**config.mk**
```make
export PLATFORM = sky130hd
export DESIGN_NAME = source_code_tokenizer_top_flat
export DESIGN_NICKNAME = d
export VERILOG_FILES = /design/src/design/stc_pkg.sv /design/src/design/stc_src_if.sv /design/src/design/stc_tok_if.sv /design/src/design/stc_datapath.sv /design/src/design/stc_controller.sv /design/src/design/source_code_tokenizer_top.sv /design/src/flat_wrapper.sv
export SDC_FILE = /design/constraint.sdc
export NUM_CORES = 1
export LEC_CHECK = 0
export ABC_AREA = 0
export BUFFER_PORTS_ARGS = -buffer_cell sky130_fd_sc_hd__buf_2
export CORE_MARGIN = 2
export CORE_UTILIZATION = 53
export CTS_BUF_LIST = sky130_fd_sc_hd__clkbuf_8
export DETAILED_ROUTE_END_ITERATION = 6
export PLACE_DENSITY = 0.72
export SLEW_MARGIN = 5
export SYNTH_ARGS = -nofsm -noshare
export SYNTH_HDL_FRONTEND = slang
export SYNTH_HIERARCHICAL = 1
export SYNTH_SLANG_ARGS = --single-unit
```
**constraint.sdc**
```tcl
create_clock -name clk -period 5.3 [get_ports clk]
set_input_delay 0.795 -clock clk [delete_from_list [all_inputs] [get_ports clk]]
set_output_delay 0.795 -clock clk [all_outputs]
set_load 0.05 [all_outputs]
```
**src/design/stc_pkg.sv**
```systemverilog
// ----------------------------------------------------------------------------
// stc_pkg: shared types and constants of the source code tokenizer
// Token codes, lexer modes, keyword table, byte classes and the
// command/status structs between controller and datapath.
// ----------------------------------------------------------------------------
package stc_pkg;

	localparam int MAX_TOKEN_LEN_DEF = 32;
	localparam int NUM_KW = 10;
	localparam int KW_MAX_LEN = 6;

	// token codes
	localparam logic [5:0] TOK_IDENTIFIER   = 6'd0;
	localparam logic [5:0] TOK_STRING       = 6'd6;
	localparam logic [5:0] TOK_INT_DATA     = 6'd7;
	localparam logic [5:0] TOK_FLOAT_DATA   = 6'd8;
	localparam logic [5:0] TOK_LPAREN       = 6'd9;
	localparam logic [5:0] TOK_RPAREN       = 6'd10;
	localparam logic [5:0] TOK_LCBRACKET    = 6'd11;
	localparam logic [5:0] TOK_RCBRACKET    = 6'd12;
	localparam logic [5:0] TOK_LHBRACKET    = 6'd13;
	localparam logic [5:0] TOK_RHBRACKET    = 6'd14;
	localparam logic [5:0] TOK_SEMICOLON    = 6'd15;
	localparam logic [5:0] TOK_COLON        = 6'd16;
	localparam logic [5:0] TOK_EQUALS       = 6'd17;
	localparam logic [5:0] TOK_DOUBLEEQUALS = 6'd18;
	localparam logic [5:0] TOK_COMMENT      = 6'd19;
	localparam logic [5:0] TOK_COMMA        = 6'd20;
	localparam logic [5:0] TOK_PERIOD       = 6'd21;
	localparam logic [5:0] TOK_PLUS         = 6'd22;
	localparam logic [5:0] TOK_MINUS        = 6'd23;
	localparam logic [5:0] TOK_MULTIPLY     = 6'd24;
	localparam logic [5:0] TOK_DIVIDE       = 6'd25;
	localparam logic [5:0] TOK_GTHAN        = 6'd28;
	localparam logic [5:0] TOK_LTHAN        = 6'd29;
	localparam logic [5:0] TOK_ERROR        = 6'd33;

	// error codes
	localparam logic [1:0] ERR_NONE        = 2'd0;
	localparam logic [1:0] ERR_DECIMAL     = 2'd1;
	localparam logic [1:0] ERR_UNTERM_STR  = 2'd2;

	// characters
	localparam logic [7:0] CH_SLASH   = 8'h2F;
	localparam logic [7:0] CH_EQUAL   = 8'h3D;
	localparam logic [7:0] CH_QUOTE   = 8'h22;
	localparam logic [7:0] CH_NEWLINE = 8'h0A;
	localparam logic [7:0] CH_DOT     = 8'h2E;
	localparam logic [7:0] CH_DIGIT_0 = 8'd48;
	localparam logic [7:0] CH_DIGIT_9 = 8'd57;

	// keyword table
	localparam logic [47:0] KW_WORD [NUM_KW] = '{
		"if", "else", "int", "float", "struct",
		"return", "void", "true", "false", "bool"
	};
	localparam logic [2:0] KW_LEN [NUM_KW] = '{
		3'd2, 3'd4, 3'd3, 3'd5, 3'd6, 3'd6, 3'd4, 3'd4, 3'd5, 3'd4
	};
	localparam logic [5:0] KW_CODE [NUM_KW] = '{
		6'd1, 6'd2, 6'd3, 6'd5, 6'd4, 6'd26, 6'd27, 6'd31, 6'd32, 6'd30
	};

	typedef enum logic [2:0] {
		M_IDLE    = 3'd0,
		M_IDENT   = 3'd1,
		M_NUMBER  = 3'd2,
		M_SLASH   = 3'd3,
		M_COMMENT = 3'd4,
		M_EQUAL   = 3'd5,
		M_STRING  = 3'd6,
		M_SKIP    = 3'd7
	} mode_t;

	// controller to datapath
	typedef struct packed {
		logic       load;
		logic       mode_wr;
		mode_t      mode_val;
		logic       clear;
		logic       append;
		logic       set_dec;
		logic       idx_clr;
		logic       idx_inc;
		logic       emit;
		logic [5:0] emit_code;
		logic       emit_byte;
		logic       emit_last;
		logic       emit_trunc;
		logic [1:0] emit_err;
	} cmd_t;

	// datapath to controller
	typedef struct packed {
		mode_t      mode;
		logic [7:0] c;
		logic       eos;
		logic       dec;
		logic       ovf;
		logic       len_zero;
		logic       last_byte;
		logic       kw_hit;
		logic [5:0] kw_code;
		logic       out_free;
	} status_t;

	// keyword byte at position pos, zero past its length
	function automatic logic [7:0] kw_char(input int k, input int pos);
		int len;
		begin
			len = int'(KW_LEN[k]);
			if (pos < len) begin
				kw_char = KW_WORD[k][(len - 1 - pos) * 8 +: 8];
			end else begin
				kw_char = 8'd0;
			end
		end
	endfunction

	function automatic logic is_digit(input logic [7:0] c);
		is_digit = (c >= CH_DIGIT_0) && (c <= CH_DIGIT_9);
	endfunction

	function automatic logic is_alpha(input logic [7:0] c);
		is_alpha = ((c >= 8'd65) && (c <= 8'd90)) || ((c >= 8'd97) && (c <= 8'd122));
	endfunction

	// single-character punctuation: bit 6 flags a hit
	function automatic logic [6:0] punct(input logic [7:0] c);
		case (c)
			8'h2B:   punct = {1'b1, TOK_PLUS};
			8'h2D:   punct = {1'b1, TOK_MINUS};
			8'h2A:   punct = {1'b1, TOK_MULTIPLY};
			8'h2C:   punct = {1'b1, TOK_COMMA};
			8'h2E:   punct = {1'b1, TOK_PERIOD};
			8'h28:   punct = {1'b1, TOK_LPAREN};
			8'h29:   punct = {1'b1, TOK_RPAREN};
			8'h7B:   punct = {1'b1, TOK_LCBRACKET};
			8'h7D:   punct = {1'b1, TOK_RCBRACKET};
			8'h3E:   punct = {1'b1, TOK_GTHAN};
			8'h3C:   punct = {1'b1, TOK_LTHAN};
			8'h5B:   punct = {1'b1, TOK_LHBRACKET};
			8'h5D:   punct = {1'b1, TOK_RHBRACKET};
			8'h3A:   punct = {1'b1, TOK_COLON};
			8'h3B:   punct = {1'b1, TOK_SEMICOLON};
			default: punct = 7'd0;
		endcase
	endfunction

endpackage

```
**src/design/stc_src_if.sv**
```systemverilog
// ----------------------------------------------------------------------------
// stc_src_if: source byte channel
// One source byte with its end-of-source mark per transaction.
// ----------------------------------------------------------------------------
interface stc_src_if;
	logic       valid;
	logic       ready;
	logic [7:0] char_byte;
	logic       end_of_source;

	modport source(output valid, char_byte, end_of_source, input ready);
	modport sink(input valid, char_byte, end_of_source, output ready);
endinterface

```
**src/design/stc_tok_if.sv**
```systemverilog
// ----------------------------------------------------------------------------
// stc_tok_if: token result channel
// One token result (code, optional content byte, flags) per transaction.
// ----------------------------------------------------------------------------
interface stc_tok_if;
	logic       valid;
	logic       ready;
	logic [5:0] token_code;
	logic [7:0] content_byte;
	logic       byte_valid;
	logic       last_of_token;
	logic       truncated;
	logic [1:0] error_code;

	modport source(output valid, token_code, content_byte, byte_valid, last_of_token,
		truncated, error_code, input ready);
	modport sink(input valid, token_code, content_byte, byte_valid, last_of_token,
		truncated, error_code, output ready);
endinterface

```
**src/design/stc_datapath.sv**
```systemverilog
// ----------------------------------------------------------------------------
// stc_datapath: tokenizer storage and output register
// Holds the lexer mode, content buffer, length, flags, keyword match
// vector, the current source byte and the registered result.
// ----------------------------------------------------------------------------
module stc_datapath #(
	parameter int MAX_TOKEN_LEN = stc_pkg::MAX_TOKEN_LEN_DEF
) (
	input  logic               clk,
	input  logic               arst_n,
	input  stc_pkg::cmd_t      cmd,
	output stc_pkg::status_t   st,
	input  logic [7:0]         char_byte,
	input  logic               end_of_source,
	input  logic               tok_ready,
	output logic               tok_valid,
	output logic [5:0]         token_code,
	output logic [7:0]         content_byte,
	output logic               byte_valid,
	output logic               last_of_token,
	output logic               truncated,
	output logic [1:0]         error_code
);

	localparam int LEN_W = $clog2(MAX_TOKEN_LEN + 1);
	localparam int IDX_W = $clog2(MAX_TOKEN_LEN);
	localparam logic [LEN_W-1:0] LEN_MAX = LEN_W'(MAX_TOKEN_LEN);

	stc_pkg::mode_t               mode_q;
	logic [7:0]                   buf_q [MAX_TOKEN_LEN];
	logic [LEN_W-1:0]             len_q;
	logic                         dec_q;
	logic                         ovf_q;
	logic [stc_pkg::NUM_KW-1:0]   kw_q;
	logic [7:0]                   c_q;
	logic                         eos_q;
	logic [IDX_W-1:0]             idx_q;

	logic                         out_valid_q;
	logic [5:0]                   code_q;
	logic [7:0]                   byte_q;
	logic                         bvalid_q;
	logic                         last_q;
	logic                         trunc_q;
	logic [1:0]                   err_q;

	logic [LEN_W-1:0]             len_eff;
	logic [stc_pkg::NUM_KW-1:0]   kw_eff;
	logic [stc_pkg::NUM_KW-1:0]   kw_next;
	logic                         kw_hit;
	logic [5:0]                   kw_code;
	logic [LEN_W-1:0]             idx_next;

	// length and match vector as seen after an optional clear
	assign len_eff = cmd.clear ? '0 : len_q;
	assign kw_eff  = cmd.clear ? '1 : kw_q;
	assign idx_next = LEN_W'(idx_q) + LEN_W'(1);

	// narrow keyword candidates with the appended byte
	always_comb begin
		for (int k = 0; k < stc_pkg::NUM_KW; k++) begin
			kw_next[k] = kw_eff[k] && (len_eff < LEN_W'(stc_pkg::KW_LEN[k]))
				&& (c_q == stc_pkg::kw_char(k, int'(len_eff)));
		end
	end

	// pick the keyword whose length matches the content
	always_comb begin
		kw_hit  = 1'b0;
		kw_code = stc_pkg::TOK_IDENTIFIER;
		for (int k = 0; k < stc_pkg::NUM_KW; k++) begin
			if (kw_q[k] && (len_q == LEN_W'(stc_pkg::KW_LEN[k])) && !ovf_q) begin
				kw_hit  = 1'b1;
				kw_code = stc_pkg::KW_CODE[k];
			end
		end
	end

	// lexer state
	always_ff @(posedge clk or negedge arst_n) begin
		if (!arst_n) begin
			mode_q <= stc_pkg::M_IDLE;
			len_q  <= '0;
			dec_q  <= 1'b0;
			ovf_q  <= 1'b0;
			kw_q   <= '1;
			idx_q  <= '0;
		end else begin
			if (cmd.mode_wr) begin
				mode_q <= cmd.mode_val;
			end
			if (cmd.append) begin
				if (len_eff < LEN_MAX) begin
					len_q <= len_eff + LEN_W'(1);
					kw_q  <= kw_next;
					ovf_q <= cmd.clear ? 1'b0 : ovf_q;
				end else begin
					len_q <= len_eff;
					kw_q  <= kw_eff;
					ovf_q <= 1'b1;
				end
			end else if (cmd.clear) begin
				len_q <= '0;
				kw_q  <= '1;
				ovf_q <= 1'b0;
			end
			if (cmd.set_dec) begin
				dec_q <= 1'b1;
			end else if (cmd.clear) begin
				dec_q <= 1'b0;
			end
			if (cmd.idx_clr) begin
				idx_q <= '0;
			end else if (cmd.idx_inc) begin
				idx_q <= idx_next[IDX_W-1:0];
			end
		end
	end

	// content buffer and latched input byte
	always_ff @(posedge clk) begin
		if (cmd.append && (len_eff < LEN_MAX)) begin
			buf_q[len_eff[IDX_W-1:0]] <= c_q;
		end
		if (cmd.load) begin
			c_q   <= char_byte;
			eos_q <= end_of_source;
		end
	end

	// result register: load on emit, drop when taken
	always_ff @(posedge clk or negedge arst_n) begin
		if (!arst_n) begin
			out_valid_q <= 1'b0;
		end else if (cmd.emit) begin
			out_valid_q <= 1'b1;
		end else if (tok_ready) begin
			out_valid_q <= 1'b0;
		end
	end

	always_ff @(posedge clk) begin
		if (cmd.emit) begin
			code_q   <= cmd.emit_code;
			byte_q   <= cmd.emit_byte ? buf_q[idx_q] : 8'd0;
			bvalid_q <= cmd.emit_byte;
			last_q   <= cmd.emit_last;
			trunc_q  <= cmd.emit_trunc;
			err_q    <= cmd.emit_err;
		end
	end

	assign st.mode      = mode_q;
	assign st.c         = c_q;
	assign st.eos       = eos_q;
	assign st.dec       = dec_q;
	assign st.ovf       = ovf_q;
	assign st.len_zero  = (len_q == '0);
	assign st.last_byte = (idx_next == len_q);
	assign st.kw_hit    = kw_hit;
	assign st.kw_code   = kw_code;
	assign st.out_free  = !out_valid_q || tok_ready;

	assign tok_valid     = out_valid_q;
	assign token_code    = code_q;
	assign content_byte  = byte_q;
	assign byte_valid    = bvalid_q;
	assign last_of_token = last_q;
	assign truncated     = trunc_q;
	assign error_code    = err_q;

endmodule

```
**src/design/stc_controller.sv**
```systemverilog
// ----------------------------------------------------------------------------
// stc_controller: tokenizer sequencer
// Steps one source byte through decode, token emission, start of a new
// token and end-of-source flush, issuing commands to the datapath.
// ----------------------------------------------------------------------------
module stc_controller (
	input  logic              clk,
	input  logic              arst_n,
	input  logic              in_valid,
	output logic              in_ready,
	input  stc_pkg::status_t  st,
	output stc_pkg::cmd_t     cmd
);

	typedef enum logic [4:0] {
		ST_WAIT   = 5'b00001,
		ST_DECODE = 5'b00010,
		ST_START  = 5'b00100,
		ST_FINAL  = 5'b01000,
		ST_EMIT   = 5'b10000
	} state_t;

	typedef enum logic [1:0] {
		AFT_START   = 2'd0,
		AFT_CLRIDLE = 2'd1,
		AFT_DONE    = 2'd2
	} after_t;

	state_t     state_q, state_d;
	after_t     after_q, after_d;
	logic [5:0] tok_q, tok_d;
	logic       ident_q, ident_d;

	logic       dig, let_c;
	logic [6:0] pc;
	logic [5:0] num_code;
	logic       finish;

	assign dig      = stc_pkg::is_digit(st.c);
	assign let_c    = stc_pkg::is_alpha(st.c);
	assign pc       = stc_pkg::punct(st.c);
	assign num_code = st.dec ? stc_pkg::TOK_FLOAT_DATA : stc_pkg::TOK_INT_DATA;
	assign in_ready = (state_q == ST_WAIT);

	always_comb begin
		state_d = state_q;
		after_d = after_q;
		tok_d   = tok_q;
		ident_d = ident_q;
		cmd     = '0;
		finish  = 1'b0;
		cmd.mode_val = stc_pkg::M_IDLE;
		cmd.idx_clr  = (state_q != ST_EMIT);
		case (state_q)
			// take the next source byte
			ST_WAIT: begin
				if (in_valid) begin
					cmd.load = 1'b1;
					state_d  = ST_DECODE;
				end
			end
			// handle the byte against the open token
			ST_DECODE: begin
				case (st.mode)
					stc_pkg::M_IDENT: begin
						if (dig || let_c) begin
							cmd.append = 1'b1;
							state_d    = ST_FINAL;
						end else begin
							tok_d = stc_pkg::TOK_IDENTIFIER; ident_d = 1'b1;
							after_d = AFT_START; state_d = ST_EMIT;
						end
					end
					stc_pkg::M_NUMBER: begin
						if (dig) begin
							cmd.append = 1'b1;
							state_d    = ST_FINAL;
						end else if (st.c == stc_pkg::CH_DOT) begin
							if (!st.dec) begin
								cmd.set_dec = 1'b1;
								cmd.append  = 1'b1;
								state_d     = ST_FINAL;
							end else if (st.out_free) begin
								cmd.emit = 1'b1; cmd.emit_code = stc_pkg::TOK_ERROR;
								cmd.emit_last = 1'b1; cmd.emit_err = stc_pkg::ERR_DECIMAL;
								cmd.clear = 1'b1; cmd.mode_wr = 1'b1;
								cmd.mode_val = stc_pkg::M_SKIP;
								state_d = ST_FINAL;
							end
						end else begin
							tok_d = num_code; ident_d = 1'b0;
							after_d = AFT_START; state_d = ST_EMIT;
						end
					end
					stc_pkg::M_SLASH: begin
						if (st.c == stc_pkg::CH_SLASH) begin
							cmd.clear = 1'b1; cmd.mode_wr = 1'b1;
							cmd.mode_val = stc_pkg::M_COMMENT;
							state_d = ST_FINAL;
						end else if (st.out_free) begin
							cmd.emit = 1'b1; cmd.emit_code = stc_pkg::TOK_DIVIDE;
							cmd.emit_last = 1'b1;
							state_d = ST_START;
						end
					end
					stc_pkg::M_COMMENT: begin
						if (st.c == stc_pkg::CH_NEWLINE) begin
							tok_d = stc_pkg::TOK_COMMENT; ident_d = 1'b0;
							after_d = AFT_CLRIDLE; state_d = ST_EMIT;
						end else begin
							cmd.append = 1'b1;
							state_d    = ST_FINAL;
						end
					end
					stc_pkg::M_EQUAL: begin
						if (st.out_free) begin
							cmd.emit = 1'b1; cmd.emit_last = 1'b1;
							if (st.c == stc_pkg::CH_EQUAL) begin
								cmd.emit_code = stc_pkg::TOK_DOUBLEEQUALS;
								cmd.mode_wr = 1'b1;
								state_d = ST_FINAL;
							end else begin
								cmd.emit_code = stc_pkg::TOK_EQUALS;
								state_d = ST_START;
							end
						end
					end
					stc_pkg::M_STRING: begin
						if (st.c == stc_pkg::CH_QUOTE) begin
							tok_d = stc_pkg::TOK_STRING; ident_d = 1'b0;
							after_d = AFT_CLRIDLE; state_d = ST_EMIT;
						end else begin
							cmd.append = 1'b1;
							state_d    = ST_FINAL;
						end
					end
					stc_pkg::M_SKIP: begin
						state_d = ST_FINAL;
					end
					default: begin
						state_d = ST_START;
					end
				endcase
			end
			// open a new token on the current byte
			ST_START: begin
				if (pc[6]) begin
					if (st.out_free) begin
						cmd.clear = 1'b1; cmd.mode_wr = 1'b1;
						cmd.emit = 1'b1; cmd.emit_code = pc[5:0]; cmd.emit_last = 1'b1;
						state_d = ST_FINAL;
					end
				end else begin
					cmd.clear   = 1'b1;
					cmd.mode_wr = 1'b1;
					state_d     = ST_FINAL;
					if (st.c == stc_pkg::CH_SLASH) begin
						cmd.mode_val = stc_pkg::M_SLASH;
					end else if (st.c == stc_pkg::CH_EQUAL) begin
						cmd.mode_val = stc_pkg::M_EQUAL;
					end else if (st.c == stc_pkg::CH_QUOTE) begin
						cmd.mode_val = stc_pkg::M_STRING;
					end else if (dig) begin
						cmd.mode_val = stc_pkg::M_NUMBER;
						cmd.append   = 1'b1;
					end else if (let_c) begin
						cmd.mode_val = stc_pkg::M_IDENT;
						cmd.append   = 1'b1;
					end
				end
			end
			// flush a pending token at end of source, else wait for the next byte
			ST_FINAL: begin
				if (!st.eos) begin
					state_d = ST_WAIT;
				end else begin
					case (st.mode)
						stc_pkg::M_IDENT: begin
							tok_d = stc_pkg::TOK_IDENTIFIER; ident_d = 1'b1;
							after_d = AFT_DONE; state_d = ST_EMIT;
						end
						stc_pkg::M_NUMBER: begin
							tok_d = num_code; ident_d = 1'b0;
							after_d = AFT_DONE; state_d = ST_EMIT;
						end
						stc_pkg::M_COMMENT: begin
							tok_d = stc_pkg::TOK_COMMENT; ident_d = 1'b0;
							after_d = AFT_DONE; state_d = ST_EMIT;
						end
						stc_pkg::M_SLASH, stc_pkg::M_EQUAL, stc_pkg::M_STRING: begin
							if (st.out_free) begin
								cmd.emit = 1'b1; cmd.emit_last = 1'b1;
								cmd.clear = 1'b1; cmd.mode_wr = 1'b1;
								state_d = ST_WAIT;
								if (st.mode == stc_pkg::M_SLASH) begin
									cmd.emit_code = stc_pkg::TOK_DIVIDE;
								end else if (st.mode == stc_pkg::M_EQUAL) begin
									cmd.emit_code = stc_pkg::TOK_EQUALS;
								end else begin
									cmd.emit_code = stc_pkg::TOK_ERROR;
									cmd.emit_err  = stc_pkg::ERR_UNTERM_STR;
								end
							end
						end
						default: begin
							cmd.clear = 1'b1; cmd.mode_wr = 1'b1;
							state_d = ST_WAIT;
						end
					endcase
				end
			end
			// emit a keyword or the buffered content, one result per cycle while the output register is free
			ST_EMIT: begin
				if (st.out_free) begin
					cmd.emit = 1'b1;
					if (ident_q && st.kw_hit) begin
						cmd.emit_code = st.kw_code; cmd.emit_last = 1'b1;
						finish = 1'b1;
					end else if (st.len_zero) begin
						cmd.emit_code = tok_q; cmd.emit_last = 1'b1;
						cmd.emit_trunc = st.ovf;
						finish = 1'b1;
					end else begin
						cmd.emit_code = tok_q; cmd.emit_byte = 1'b1;
						cmd.emit_last = st.last_byte; cmd.emit_trunc = st.ovf;
						cmd.idx_inc = 1'b1;
						finish = st.last_byte;
					end
				end
				if (finish) begin
					case (after_q)
						AFT_START: begin
							state_d = ST_START;
						end
						AFT_CLRIDLE: begin
							cmd.clear = 1'b1; cmd.mode_wr = 1'b1;
							state_d = ST_FINAL;
						end
						default: begin
							cmd.clear = 1'b1; cmd.mode_wr = 1'b1;
							state_d = ST_WAIT;
						end
					endcase
				end
			end
			default: begin
				state_d = ST_WAIT;
			end
		endcase
	end

	always_ff @(posedge clk or negedge arst_n) begin
		if (!arst_n) begin
			state_q <= ST_WAIT;
			after_q <= AFT_START;
			tok_q   <= stc_pkg::TOK_IDENTIFIER;
			ident_q <= 1'b0;
		end else begin
			state_q <= state_d;
			after_q <= after_d;
			tok_q   <= tok_d;
			ident_q <= ident_d;
		end
	end

endmodule

```
**src/design/source_code_tokenizer_top.sv**
```systemverilog
// ----------------------------------------------------------------------------
// source_code_tokenizer_top: lexical analyzer for a small C-like language
// Source bytes in, token results out, through valid/ready channels.
// ----------------------------------------------------------------------------
// One source byte is taken per transaction on src; results leave on tok.
// A byte that extends a token, closes '==', raises the second decimal point
// error or is skipped after an error passes through take, decode and close.
// A byte seen with no token open also passes through the open step, which
// opens the next token and emits any punctuation. A byte that ends an
// identifier, number, string or comment first emits one result at a time
// (one per buffered content byte, or one for a keyword or empty content),
// then opens a token on that byte unless it was the closing quote or
// newline. A byte that ends a pending '/' or '=' emits in its decode step
// and then goes through the open step. On the end-of-source byte a pending
// identifier, number or comment is emitted result by result; other flushes
// fit in the close step. The single result register paces all emission, so
// downstream stalls add directly. Content longer than MAX_TOKEN_LEN is cut
// and flagged truncated. The next byte is taken only once every result of
// the current one is in the output register.
module source_code_tokenizer_top #(
	parameter int MAX_TOKEN_LEN = stc_pkg::MAX_TOKEN_LEN_DEF
) (
	input  logic       clk,
	input  logic       arst_n,
	stc_src_if.sink    src,
	stc_tok_if.source  tok
);

	stc_pkg::cmd_t    cmd;
	stc_pkg::status_t st;

	stc_controller u_ctrl (
		.clk      (clk),
		.arst_n   (arst_n),
		.in_valid (src.valid),
		.in_ready (src.ready),
		.st       (st),
		.cmd      (cmd)
	);

	stc_datapath #(
		.MAX_TOKEN_LEN(MAX_TOKEN_LEN)
	) u_dp (
		.clk           (clk),
		.arst_n        (arst_n),
		.cmd           (cmd),
		.st            (st),
		.char_byte     (src.char_byte),
		.end_of_source (src.end_of_source),
		.tok_ready     (tok.ready),
		.tok_valid     (tok.valid),
		.token_code    (tok.token_code),
		.content_byte  (tok.content_byte),
		.byte_valid    (tok.byte_valid),
		.last_of_token (tok.last_of_token),
		.truncated     (tok.truncated),
		.error_code    (tok.error_code)
	);

endmodule

```
**src/flat_wrapper.sv**
```systemverilog
// flat-port wrapper written by rule: the top's interface ports become plain ports
module source_code_tokenizer_top_flat 
#(
	parameter int MAX_TOKEN_LEN = stc_pkg::MAX_TOKEN_LEN_DEF
)
  (clk, arst_n, src_valid, src_char_byte, src_end_of_source, src_ready, tok_valid, tok_token_code, tok_content_byte, tok_byte_valid, tok_last_of_token, tok_truncated, tok_error_code, tok_ready);
  stc_src_if src_i ();
  stc_tok_if tok_i ();
  input  logic clk;
  input  logic arst_n;
  input wire logic [$bits(src_i.valid)-1:0] src_valid;
  input wire logic [$bits(src_i.char_byte)-1:0] src_char_byte;
  input wire logic [$bits(src_i.end_of_source)-1:0] src_end_of_source;
  output wire logic [$bits(src_i.ready)-1:0] src_ready;
  output wire logic [$bits(tok_i.valid)-1:0] tok_valid;
  output wire logic [$bits(tok_i.token_code)-1:0] tok_token_code;
  output wire logic [$bits(tok_i.content_byte)-1:0] tok_content_byte;
  output wire logic [$bits(tok_i.byte_valid)-1:0] tok_byte_valid;
  output wire logic [$bits(tok_i.last_of_token)-1:0] tok_last_of_token;
  output wire logic [$bits(tok_i.truncated)-1:0] tok_truncated;
  output wire logic [$bits(tok_i.error_code)-1:0] tok_error_code;
  input wire logic [$bits(tok_i.ready)-1:0] tok_ready;
  assign src_i.valid = src_valid;
  assign src_i.char_byte = src_char_byte;
  assign src_i.end_of_source = src_end_of_source;
  assign src_ready = src_i.ready;
  assign tok_valid = tok_i.valid;
  assign tok_token_code = tok_i.token_code;
  assign tok_content_byte = tok_i.content_byte;
  assign tok_byte_valid = tok_i.byte_valid;
  assign tok_last_of_token = tok_i.last_of_token;
  assign tok_truncated = tok_i.truncated;
  assign tok_error_code = tok_i.error_code;
  assign tok_i.ready = tok_ready;
  source_code_tokenizer_top #(.MAX_TOKEN_LEN(MAX_TOKEN_LEN)) u_core (.clk(clk), .arst_n(arst_n), .src(src_i), .tok(tok_i));
endmodule
```
==> results_dict.tcl, run 1 <==
set metrics [dict create \
    synth_area_leaders "edfxtp_1 53%, dfrtp_1 4.5%, mux4_2 4.5%" \
    async_flop_share_pct 12.3 \
    critPathMaxStageDelay_ps 540 \
    combPwrFrac_pct 24.9 \
    min_period_over_period_pct 93.0 \
    final_util_pct 59.6 \
    holdWs_ps 282 \
    skew_ps 32.1 \
    grt_pass1_wl_um 61500 \
    reg2reg_depth 18 \
    dp_hpwl_um 26500 \
    initial_core_util_pct 54.0 \
    grt_max_degree 51 \
    path_max_fanout 9 \
    place_congestion 0.930 \
    antenna_left 0 \
    numCtsBuffers 52 \
    rsz0062_at_grt "no" \
    grt_use_total_pct 25.4 \
    drcViolationCount 0 \
    netlist_instances 1270 \
    cp-end-kind "flop" \
    seq_area_um2 9550 \
    root_buffer "clkbuf_8" \
    htreeDepth 2 \
    multi_input_area_um2 5990 \
    num_vias 11143 \
    synth_top_cell_by_area "edfxtp_1" \
    fill_cells 2282 \
    clkTransAtPathRegs_ps 60 \
    core_um2 29700 \
    ys_seq_area_share_pct 59.4 \
    p_seq_share_pct 45.8 \
    synth_top_area_share_pct 53.1 \
    synth_edf_count 284 \
    hp-class "in -> async" \
    synth_seq_cells 324 \
    period_needed_ps 4930 \
    layout-drive-gt1-share_pct 19.0 \
    setup_viol 0 \
    dr.first_iter.drc_count 1264 \
    path_cells "or4_1 -> nor2_1 -> nand4_1 -> nand2_1 -> nand3b_1 -> and2_1 -> nor3_1 -> or3_1 -> nand4_1 -> nor2b_1 -> inv_2 -> ha_1 -> nor2b_1 -> o311ai_2 -> or4_1 -> a311o_1 -> a211o_1 -> a21oi_2" \
    cp_slowest_cell "or4_1" \
    synth_nets 1291 \
    num-nets-final 1345 \
    hold_viol 0 \
    power.share.clock_pct 29.3 \
    crit_arrival_ps 5460 \
    antenna_found_initial 0 \
    rr_startpoint "u_core/u_dp/len_q[5]$_DFF_PN0_" \
    p_leak_uw 0.00585 \
    dieArea_um2 31700 \
    port_buffers 33 \
    intPower_uw 4610 \
    power_density_nw_per_um2 387 \
    ys_types 99 \
    cap_violations 0 \
    r2r_end "u_core/u_dp/kw_q[9]$_DFF_PN1_" \
    path_class "reg -> reg" \
    grt_pass1_vias 10816 \
    drv_slew 0 \
    cts_buffer_depth 3 \
    setup_tns_ps 0 \
    totalWireLength_um 39900 \
    area_growth_pct 10.4 \
    die_h_um 178 \
    critPathLaunchType "flop" \
    synth.avg_cell_area_um2 12.6 \
    vdd_drop_max_v 0.000284 \
    synth_area_um2 16100 \
    outcome "finished, final reports clean" \
    max_slew_margin_pct 29.4 \
    synth_warnings 6 \
    viasPerCell 6.34 \
    power.total_uw 6850 \
    cts_tree "yes" \
    row_count 63 \
    fmax_mhz 203 \
    globalRouteOverflowTotal 0 \
    worst_slew_pin_slew_ps 1060 \
    die_x_um 178 \
    r2r_setup_slack_ps 370 \
    clk_latency_ps 620 \
    clock_sinks 324 \
    dr.pass1.iters 7 \
    io-pin-count 34 \
    switchingPower_uw 2240 \
    synth_ff_type "edfxtp_1" \
    ctsHoldBuffers 0 \
    worstPathRequired_ps 5820 \
    diodes 0 \
    sw_frac_of_total_pct 32.7 \
    detail_route.wl_per_cell_um 22.7 \
]
==> metrics by stage <==
| stage | std cells | cell area [um2] | setup WS, ps |
|---|---|---|---|
| 6_report | 1758 | 17700 | 369 |
| 5_1_grt | 1758 | 17700 | 135 |
| 4_1_cts | 1758 | 17700 | 265 |
| 3_5_place_dp | 1660 | 16700 | 292 |
| 3_3_place_gp | 1660 | 16700 | 511 |
| 2_1_floorplan | 1270 | 16100 | 7.69 |
==> cells by family (layout without fill, tap and decap cells) <==
kind of cell               count (synthesis)  count (layout)  share of synthesized area, %
AOI/OAI and AO/OA                        285             285                          12.2
xor gates and xnor gates                  28              28                          1.53
adders and majority gates                  9               9                         0.686
buffers and inverters                    117             215                          3.31
DFF                                      324             324                          59.4
muxes                                    121             121                          10.3
and+or+nand+nor                          386             386                          12.6
==> cell type report <==
cell class / instances / area share, %
multi-input cells: 829 / 33.8
clock inverters: 46 / 1.50
inverters: 24 / 0.530
flip-flops and latches: 324 / 53.9
repair buffers: 93 / 3.47
well taps: 390 / 2.75
clock buffers: 52 / 4.04
==> state kept, by name, summed over array words and instances (netlist names) <==
signal	flops
u_core/u_dp/last_of_token	1
u_core/u_dp/dec_q	1
u_core/u_dp/idx_q	5
u_core/u_dp/buf_q	256
u_core/u_dp/eos_q	1
u_core/u_dp/token_code	6
u_core/u_dp/kw_q	10
u_core/u_ctrl/after_q	2
u_core/u_dp/byte_valid	1
u_core/u_dp/mode_q	3
u_core/u_dp/len_q	6
u_core/u_ctrl/state_q	5
u_core/u_dp/ovf_q	1
u_core/u_dp/tok_valid	1
u_core/u_dp/error_code	2
u_core/u_ctrl/tok_q	5
u_core/u_ctrl/ident_q	1
u_core/u_dp/c_q	8
u_core/u_dp/truncated	1
u_core/u_dp/content_byte	8
==> power groups by stage <==
stage | registers, uW | clock network, uW | logic (uW)
after global placement | 3190 | 0 | 1640
after detailed placement | 3190 | 0 | 1650
after floorplan | 3230 | 0 | 1140
final | 3140 | 2010 | 1700
after global routing | 3150 | 2160 | 1850
after CTS | 3140 | 2050 | 1660
==> how the worst max path moves through the flow <==
| stage | to | start |
|---|---|---|
| detailed placement | u_core/u_dp/kw_q[2]$_DFF_PN1_ | u_core/u_dp/len_q[2]$_DFF_PN0_ |
| CTS | u_core/u_dp/kw_q[2]$_DFF_PN1_ | u_core/u_dp/len_q[2]$_DFF_PN0_ |
| floorplan | u_core/u_dp/kw_q[2]$_DFF_PN1_ | u_core/u_dp/len_q[2]$_DFF_PN0_ |
| global route | u_core/u_dp/kw_q[1]$_DFF_PN1_ | u_core/u_dp/idx_q[0]$_DFFE_PN0P_ |
| global placement | u_core/u_dp/kw_q[9]$_DFF_PN1_ | tok_ready |
| finish | u_core/u_dp/kw_q[9]$_DFF_PN1_ | u_core/u_dp/len_q[5]$_DFF_PN0_ |
==> what timing repair did <==
action	in CTS	in global routing
resized for setup	0	3
setup endpoints to repair	0	3
buffers inserted	0	0
==> metal layers <==
layer | vias up | GRT usage [%] | share of wire (%)
li1 | 5023 | - | -
met1 | 5474 | 35.4 | 42
met2 | 541 | 40.1 | 47
met3 | 105 | 4.43 | 8.0
met4 | 0 | 9.60 | 3.3
met5 | - | 0 | 0
==> layout by cell type, fill, tap and decap left out, drive strengths merged, types with 9 or more instances in the layout <==
cell type	Yosys	routed
edfxtp	284	284
nor2	106	106
buf	40	93
nand2	88	88
o21ai	61	61
mux2i	58	58
clkbuf	53	52
a21oi	48	48
inv	22	36
mux4	32	32
mux2	31	31
clkinv	2	31
dfrtp	29	29
nor2b	28	28
nor3	28	28
a211oi	24	24
o22ai	23	23
nand3	21	21
xnor2	21	21
o221ai	21	21
nand2b	16	16
nand4	15	15
o21a	14	14
a31oi	12	12
and2	12	12
dfstp	11	11
nand3b	10	10
nor4	10	10
a21o	9	9
nor3b	9	9
==> cells in the mapped netlist (9+ instances only) <==
master / count
nor2b_1: 28
dfstp_2: 11
xnor2_1: 21
mux2i_1: 58
o22ai_1: 23
o21ai_0: 52
a211oi_1: 23
nand2_1: 88
buf_2: 19
mux4_2: 32
clkbuf_1: 51
nand3_1: 21
nand3b_1: 10
inv_1: 21
nand2b_1: 16
nor3_1: 27
dfrtp_1: 29
o221ai_1: 21
edfxtp_1: 284
buf_4: 11
nor2_1: 106
nand4_1: 15
o21a_1: 14
and2_1: 11
a21o_1: 9
buf_1: 9
a21oi_1: 47
mux2_2: 25
a31oi_1: 12
==> worst max-delay path, delay by kind of cell (launching register included) <==
family                   cells  cell delay (ps)
AO/OA/AOI/OAI                4              960
AND/OR/NAND/NOR             12             2880
flip-flops                   1              530
adder cells (fa/ha/maj)      1              340
buffers and inverters        1              150
No activity file was read; power rests on OpenSTA's default activity.
==> run 2: changes to the inputs <==
--- a/config.mk
+++ b/config.mk
@@ -7,11 +7,11 @@
 export LEC_CHECK = 0
 export ABC_AREA = 0
 export BUFFER_PORTS_ARGS = -buffer_cell sky130_fd_sc_hd__buf_2
-export CORE_MARGIN = 2
+export CORE_MARGIN = 4
 export CORE_UTILIZATION = 53
 export CTS_BUF_LIST = sky130_fd_sc_hd__clkbuf_8
 export DETAILED_ROUTE_END_ITERATION = 6
-export PLACE_DENSITY = 0.72
+export PLACE_DENSITY = 0.73
 export SLEW_MARGIN = 5
 export SYNTH_ARGS = -nofsm -noshare
 export SYNTH_HDL_FRONTEND = slang
==> run 2 against run 1 <==
Sequential share of layout area barely moved. Count of clock-buffer cells in the layout rose by 1. First-iteration DRC count fell by 4.4%. Critical path depth rose by 1. Final cell count fell by 0.68%. Combinational power fell by 3%. Clock skew fell by 16 ps. Die area rose by 4.5%.
==> results_dict.tcl, run 2 (same netlist as run 1, synthesis figures left out) <==
set metrics [dict create \
    power_density_nw_per_um2 395 \
    critPathLaunchType "flop" \
    clock_sinks 324 \
    cts_tree "yes" \
    antenna_left 0 \
    period_needed_ps 4900 \
    num_vias 11098 \
    port_buffers 33 \
    viasPerCell 6.36 \
    setup_tns_ps 0 \
    die_h_um 182 \
    clkTransAtPathRegs_ps 60 \
    cp-endpoint "u_core/u_dp/kw_q[9]$_DFF_PN1_" \
    final_common_cell "edfxtp_1" \
    p_leak_uw 0.00584 \
    grt_use_total_pct 23.8 \
    holdWs_ps 291 \
    mostFrequentLayoutCells "284 x edfxtp_1, 106 x nor2_1, 88 x nand2_1" \
    worstPathRequired_ps 5820 \
    clk_latency_ps 590 \
    cp-end-kind "flop" \
    drcViolationCount 0 \
    drv_slew 0 \
    rr_startpoint "u_core/u_dp/len_q[5]$_DFF_PN0_" \
    rsz0062_at_grt "no" \
    r2r_end "u_core/u_dp/kw_q[9]$_DFF_PN1_" \
    outcome "finished, final reports clean" \
    area_growth_pct 10.4 \
    antenna_found_initial 0 \
    place_congestion 0.909 \
    largest_reg_flops 256 \
    core_um2 29800 \
    root_buffer "clkbuf_8" \
    totalWireLength_um 39900 \
    dr.first_iter.drc_count 1208 \
    globalRouteOverflowTotal 0 \
    setup_viol 0 \
    worst_slew_pin_slew_ps 1100 \
    grt_pass1_wl_um 62200 \
    final_util_pct 59.5 \
    skew_ps 16.6 \
    num-nets-final 1335 \
    path_class "reg -> reg" \
    r2r_setup_slack_ps 400 \
    hp-class "in -> async" \
    layout-drive-gt1-share_pct 18.4 \
    diodes 0 \
    die_x_um 182 \
    crit_arrival_ps 5420 \
    crit_start "u_core/u_dp/len_q[5]$_DFF_PN0_" \
    reg2reg_depth 19 \
    vdd_drop_max_v 0.000198 \
    path_max_fanout 10 \
    dieArea_um2 33100 \
    grt_pass1_vias 10867 \
    cap_violations 0 \
    hold_viol 0 \
    max_slew_margin_pct 26.3 \
    fmax_mhz 204 \
    ctsHoldBuffers 0 \
    row_count 63 \
    htreeDepth 2 \
    min_period_over_period_pct 92.4 \
    cts_buffer_depth 3 \
    io-pin-count 34 \
    dp_hpwl_um 26700 \
    numCtsBuffers 52 \
    initial_core_util_pct 53.9 \
    grt_max_degree 59 \
    dr.pass1.iters 5 \
    detail_route.wl_per_cell_um 22.8 \
]
[run 2: changes by cell type in the layout (fill, tap and decap cells not counted), moves of 2 or more]
cell and delta:
buf_4 -10, bufinv_16 +4, clkinv_2 -3, clkinv_1 -2, clkinv_4 -2
[run 2: report_power, final]
group / switching [uW] / total (uW) / leakage [uW] / internal (uW)
Combinational: 1050 / 1650 / 0.00218 / 598
Clock: 988 / 2180 / 0.000591 / 1190
Sequential: 154 / 3170 / 0.00307 / 3020
Total: 2190 / 7000 / 0.00584 / 4810
[run 2: final cells by class]
| cell class | count | area [um2] |
|---|---|---|
| Tap cell | 390 | 488 |
| Sequential cell | 324 | 9550 |
| Multi-Input combinational cell | 829 | 5990 |
| Fill cell | 2376 | 12100 |
| Clock buffer | 53 | 729 |
| Clock inverter | 43 | 333 |
| Inverter | 24 | 90.1 |
| Timing Repair Buffer | 83 | 541 |
[run 2: routing by layer]
layer	GRT usage [%]	wire, um	vias up
li1	-	-	5013
met1	33.5	16900	5526
met2	37.5	18700	481
met3	4.85	3070	78
met4	7.84	1160	0
met5	0	0	-
[run 2: how the worst min path moves through the flow]
| stage | depth (start not counted) | to | slack [ps] |
|---|---|---|---|
| final | 2 | u_core/u_ctrl/state_q[2]$_DFFE_PN0P_ | 290 |
| after global placement | 1 | u_core/u_ctrl/tok_q[2]$_DFFE_PN0P_ | 470 |
| after CTS | 2 | u_core/u_ctrl/state_q[1]$_DFFE_PN0P_ | 280 |
| after floorplan | 1 | u_core/u_dp/dec_q$_DFFE_PN0P_ | 450 |
| after global routing | 2 | u_core/u_ctrl/state_q[1]$_DFFE_PN0P_ | 310 |
| after detailed placement | 1 | u_core/u_ctrl/tok_q[2]$_DFFE_PN0P_ | 480 |
[run 2: what timing repair did]
action	in CTS	in global routing
setup buffers	0	0
endpoints found under the setup margin	0	1
endpoints found under the hold margin	0	0
resized for setup	0	1
[run 2: critical path, cell delays in order, from the launching register on]
cell and delay (ps):
dfrtp_1 500, or4_1 510, nor2_1 200, nand4_1 130, nand2_1 100, nand3b_1 120, and2_1 150, nor3_1 70
or3_1 370, nand4_1 210, nor2b_1 110, inv_2 160, ha_1 340, buf_4 230, a21bo_2 160, o311ai_2 140
or4_1 530, a311o_1 390, a211o_1 290, a21oi_2 130
[run 2: metrics by stage]
| step | cell area, um2 | setup slack (ps) | total power [uW] | instances |
|---|---|---|---|---|
| 2_1_floorplan | 16100 | 7.69 | 4360 | 1270 |
| 6_report | 17700 | 401 | 7000 | 1746 |
| 4_1_cts | 17700 | 415 | 7020 | 1746 |
| 3_5_place_dp | 16600 | 445 | 4830 | 1650 |
| 5_1_grt | 17700 | 42.8 | 7350 | 1746 |
| 3_3_place_gp | 16600 | 605 | 4810 | 1650 |
==> run 3: changes to the inputs <==
--- a/config.mk
+++ b/config.mk
@@ -7,11 +7,13 @@
 export LEC_CHECK = 0
 export ABC_AREA = 0
 export BUFFER_PORTS_ARGS = -buffer_cell sky130_fd_sc_hd__buf_2
+export CELL_PAD_IN_SITES_DETAIL_PLACEMENT = 0
+export CELL_PAD_IN_SITES_GLOBAL_PLACEMENT = 1
 export CORE_MARGIN = 4
-export CORE_UTILIZATION = 53
+export CORE_UTILIZATION = 49
 export CTS_BUF_LIST = sky130_fd_sc_hd__clkbuf_8
 export DETAILED_ROUTE_END_ITERATION = 6
-export PLACE_DENSITY = 0.73
+export PLACE_DENSITY = 0.8
 export SLEW_MARGIN = 5
 export SYNTH_ARGS = -nofsm -noshare
 export SYNTH_HDL_FRONTEND = slang
==> run 3 against run 2 <==
Fmax shrank 1.3%. Total power is essentially flat. Hold slack lost 18 ps. Routed wire length grew 2.0%. Global-route usage shrank 1.3 points. Register-to-register slack lost 70 ps.
==> results_dict.tcl, run 3 (same netlist as run 1, synthesis figures left out) <==
set metrics [dict create \
    largest_reg_flops 256 \
    top_layer "met4" \
    cp_slowest_cell "or4_1" \
    clock_sinks 324 \
    cap_violations 0 \
    num-nets-final 1332 \
    worstPathRequired_ps 5820 \
    area_growth_pct 10.7 \
    dp_hpwl_um 27000 \
    wl_met1_um 17300 \
    met3_length_um 2780 \
    crit_buf_inv 2 \
    grt_use_total_pct 22.5 \
    dr.pass1.iters 5 \
    setup_tns_ps 0 \
    setup_viol 0 \
    globalRouteOverflowTotal 0 \
    place_area_um2 16700 \
    min_period_over_period_pct 93.7 \
    grt_pass1_wl_um 62900 \
    htreeDepth 2 \
    layoutNonFillerInstCount 1797 \
    path_depth 19 \
    initial_core_util_pct 49.5 \
    critPathMaxStageDelay_ps 550 \
    mostFrequentLayoutCells "284 x edfxtp_1, 106 x nor2_1, 88 x nand2_1" \
    skew_ps 26.2 \
    cp-end-kind "flop" \
    core_um2 32500 \
    reg2reg_depth 19 \
    root_buffer "clkbuf_8" \
    drv_slew 0 \
    grt_pass1_vias 10807 \
    row_count 66 \
    hp-class "in -> async" \
    clkTransAtPathRegs_ps 70 \
    worst_slew_pin_slew_ps 1140 \
    diodes 0 \
    viasPerCell 6.16 \
    worst_path_dominant_cell_family "simple AND/OR/NAND/NOR gates" \
    path_max_fanout 11 \
    rsz0062_at_grt "no" \
    power_density_nw_per_um2 393 \
    vdd_drop_max_v 0.000382 \
    antenna_found_initial 0 \
    port_buffers 33 \
    detail_route.wl_per_cell_um 22.6 \
    critPathLaunchType "flop" \
    place_congestion 0.927 \
    hold_viol 0 \
    cts_tree "yes" \
    io-pin-count 34 \
    p_leak_uw 0.00584 \
    dieArea_um2 35700 \
    path_cells "or4_1 -> nor2_1 -> nand4_1 -> nand2_1 -> nand3b_1 -> and2_1 -> nor3_1 -> or3_1 -> nand4_1 -> nor2b_1 -> inv_2 -> ha_1 -> buf_4 -> a21bo_2 -> o311ai_2 -> or4_1 -> a311o_1 -> a211o_1 -> a21oi_2" \
    drcViolationCount 0 \
    fmax_mhz 201 \
    antenna_left 0 \
    final_design_area_no_fill_um2 17800 \
    route.met2.wl_um 19200 \
    final_common_cell "edfxtp_1" \
    r2r_setup_slack_ps 340 \
    path_class "reg -> reg" \
    place_inst 1699 \
    final_util_pct 54.8 \
    die_x_um 189 \
    clk_latency_ps 610 \
    num_vias 11062 \
    crit_arrival_ps 5490 \
    grt_max_degree 59 \
    die_h_um 189 \
    dr.first_iter.drc_count 1305 \
    numCtsBuffers 52 \
    layout-drive-gt1-share_pct 18.2 \
    cts_buffer_depth 3 \
    max_slew_margin_pct 23.6 \
    outcome "finished, final reports clean" \
    totalWireLength_um 40600 \
    period_needed_ps 4960 \
]
-- run 3: power by group --
group / leakage (uW) / switching [uW] / internal (uW)
Clock: 0.000599 / 1010 / 1150
Sequential: 0.00307 / 117 / 3020
Combinational: 0.00217 / 1090 / 601
-- run 3: stage by stage --
stage          hold slack (ps)  setup slack, ps  total power [uW]
2_1_floorplan              455             7.69              4360
3_3_place_gp               488              489              4840
3_5_place_dp               497              306              4850
4_1_cts                    256              265              7020
5_1_grt                    290             27.8              7350
6_report                   273              335              6990
-- run 3: worst register-to-register path, stage by stage (launching register included) --
cell	delay [ps]
dfrtp_1	520
or4_1	520
nor2_1	200
nand4_1	120
nand2_1	100
nand3b_1	120
and2_1	150
nor3_1	90
or3_1	370
nand4_1	230
nor2b_1	110
inv_2	160
ha_1	310
buf_4	220
a21bo_2	160
o311ai_2	160
or4_1	550
a311o_1	390
a211o_1	290
a21oi_2	130
-- run 3: metal layers --
layer  vias up  GRT usage, %
li1       5027             -
met1      5454          31.9
met2       476          35.5
met3       105          3.30
met4         0          8.49
met5         -             0
-- run 3: what timing repair did --
action | CTS | global route
setup endpoints to repair | 0 | 2
gates resized for setup | 0 | 3
hold buffers | 0 | 0
setup buffers | 0 | 0
-- run 3: path summary, 6_finish.rpt --
kind / startpoint / endpoint
worst max-delay path: u_core/u_dp/len_q[5]$_DFF_PN0_ / u_core/u_dp/kw_q[9]$_DFF_PN1_
worst min-delay path: arst_n / u_core/u_ctrl/state_q[3]$_DFFE_PN0P_
worst max register to register: u_core/u_dp/len_q[5]$_DFF_PN0_ / u_core/u_dp/kw_q[9]$_DFF_PN1_
worst min register to register: u_core/u_ctrl/tok_q[2]$_DFFE_PN0P_ / u_core/u_ctrl/tok_q[2]$_DFFE_PN0P_
max in group asynchronous: arst_n / u_core/u_dp/idx_q[0]$_DFFE_PN0P_
min in group clk: src_valid / u_core/u_ctrl/state_q[0]$_DFFE_PN1P_
-- run 3: final cells by class --
cell class	count	area [um2]
sequential	324	9550
fill	2699	14700
inverter	24	90.1
tap	442	553
clock buffer	53	729
timing repair buffer	80	538
multi-input combinational	829	5990
clock inverter	45	335
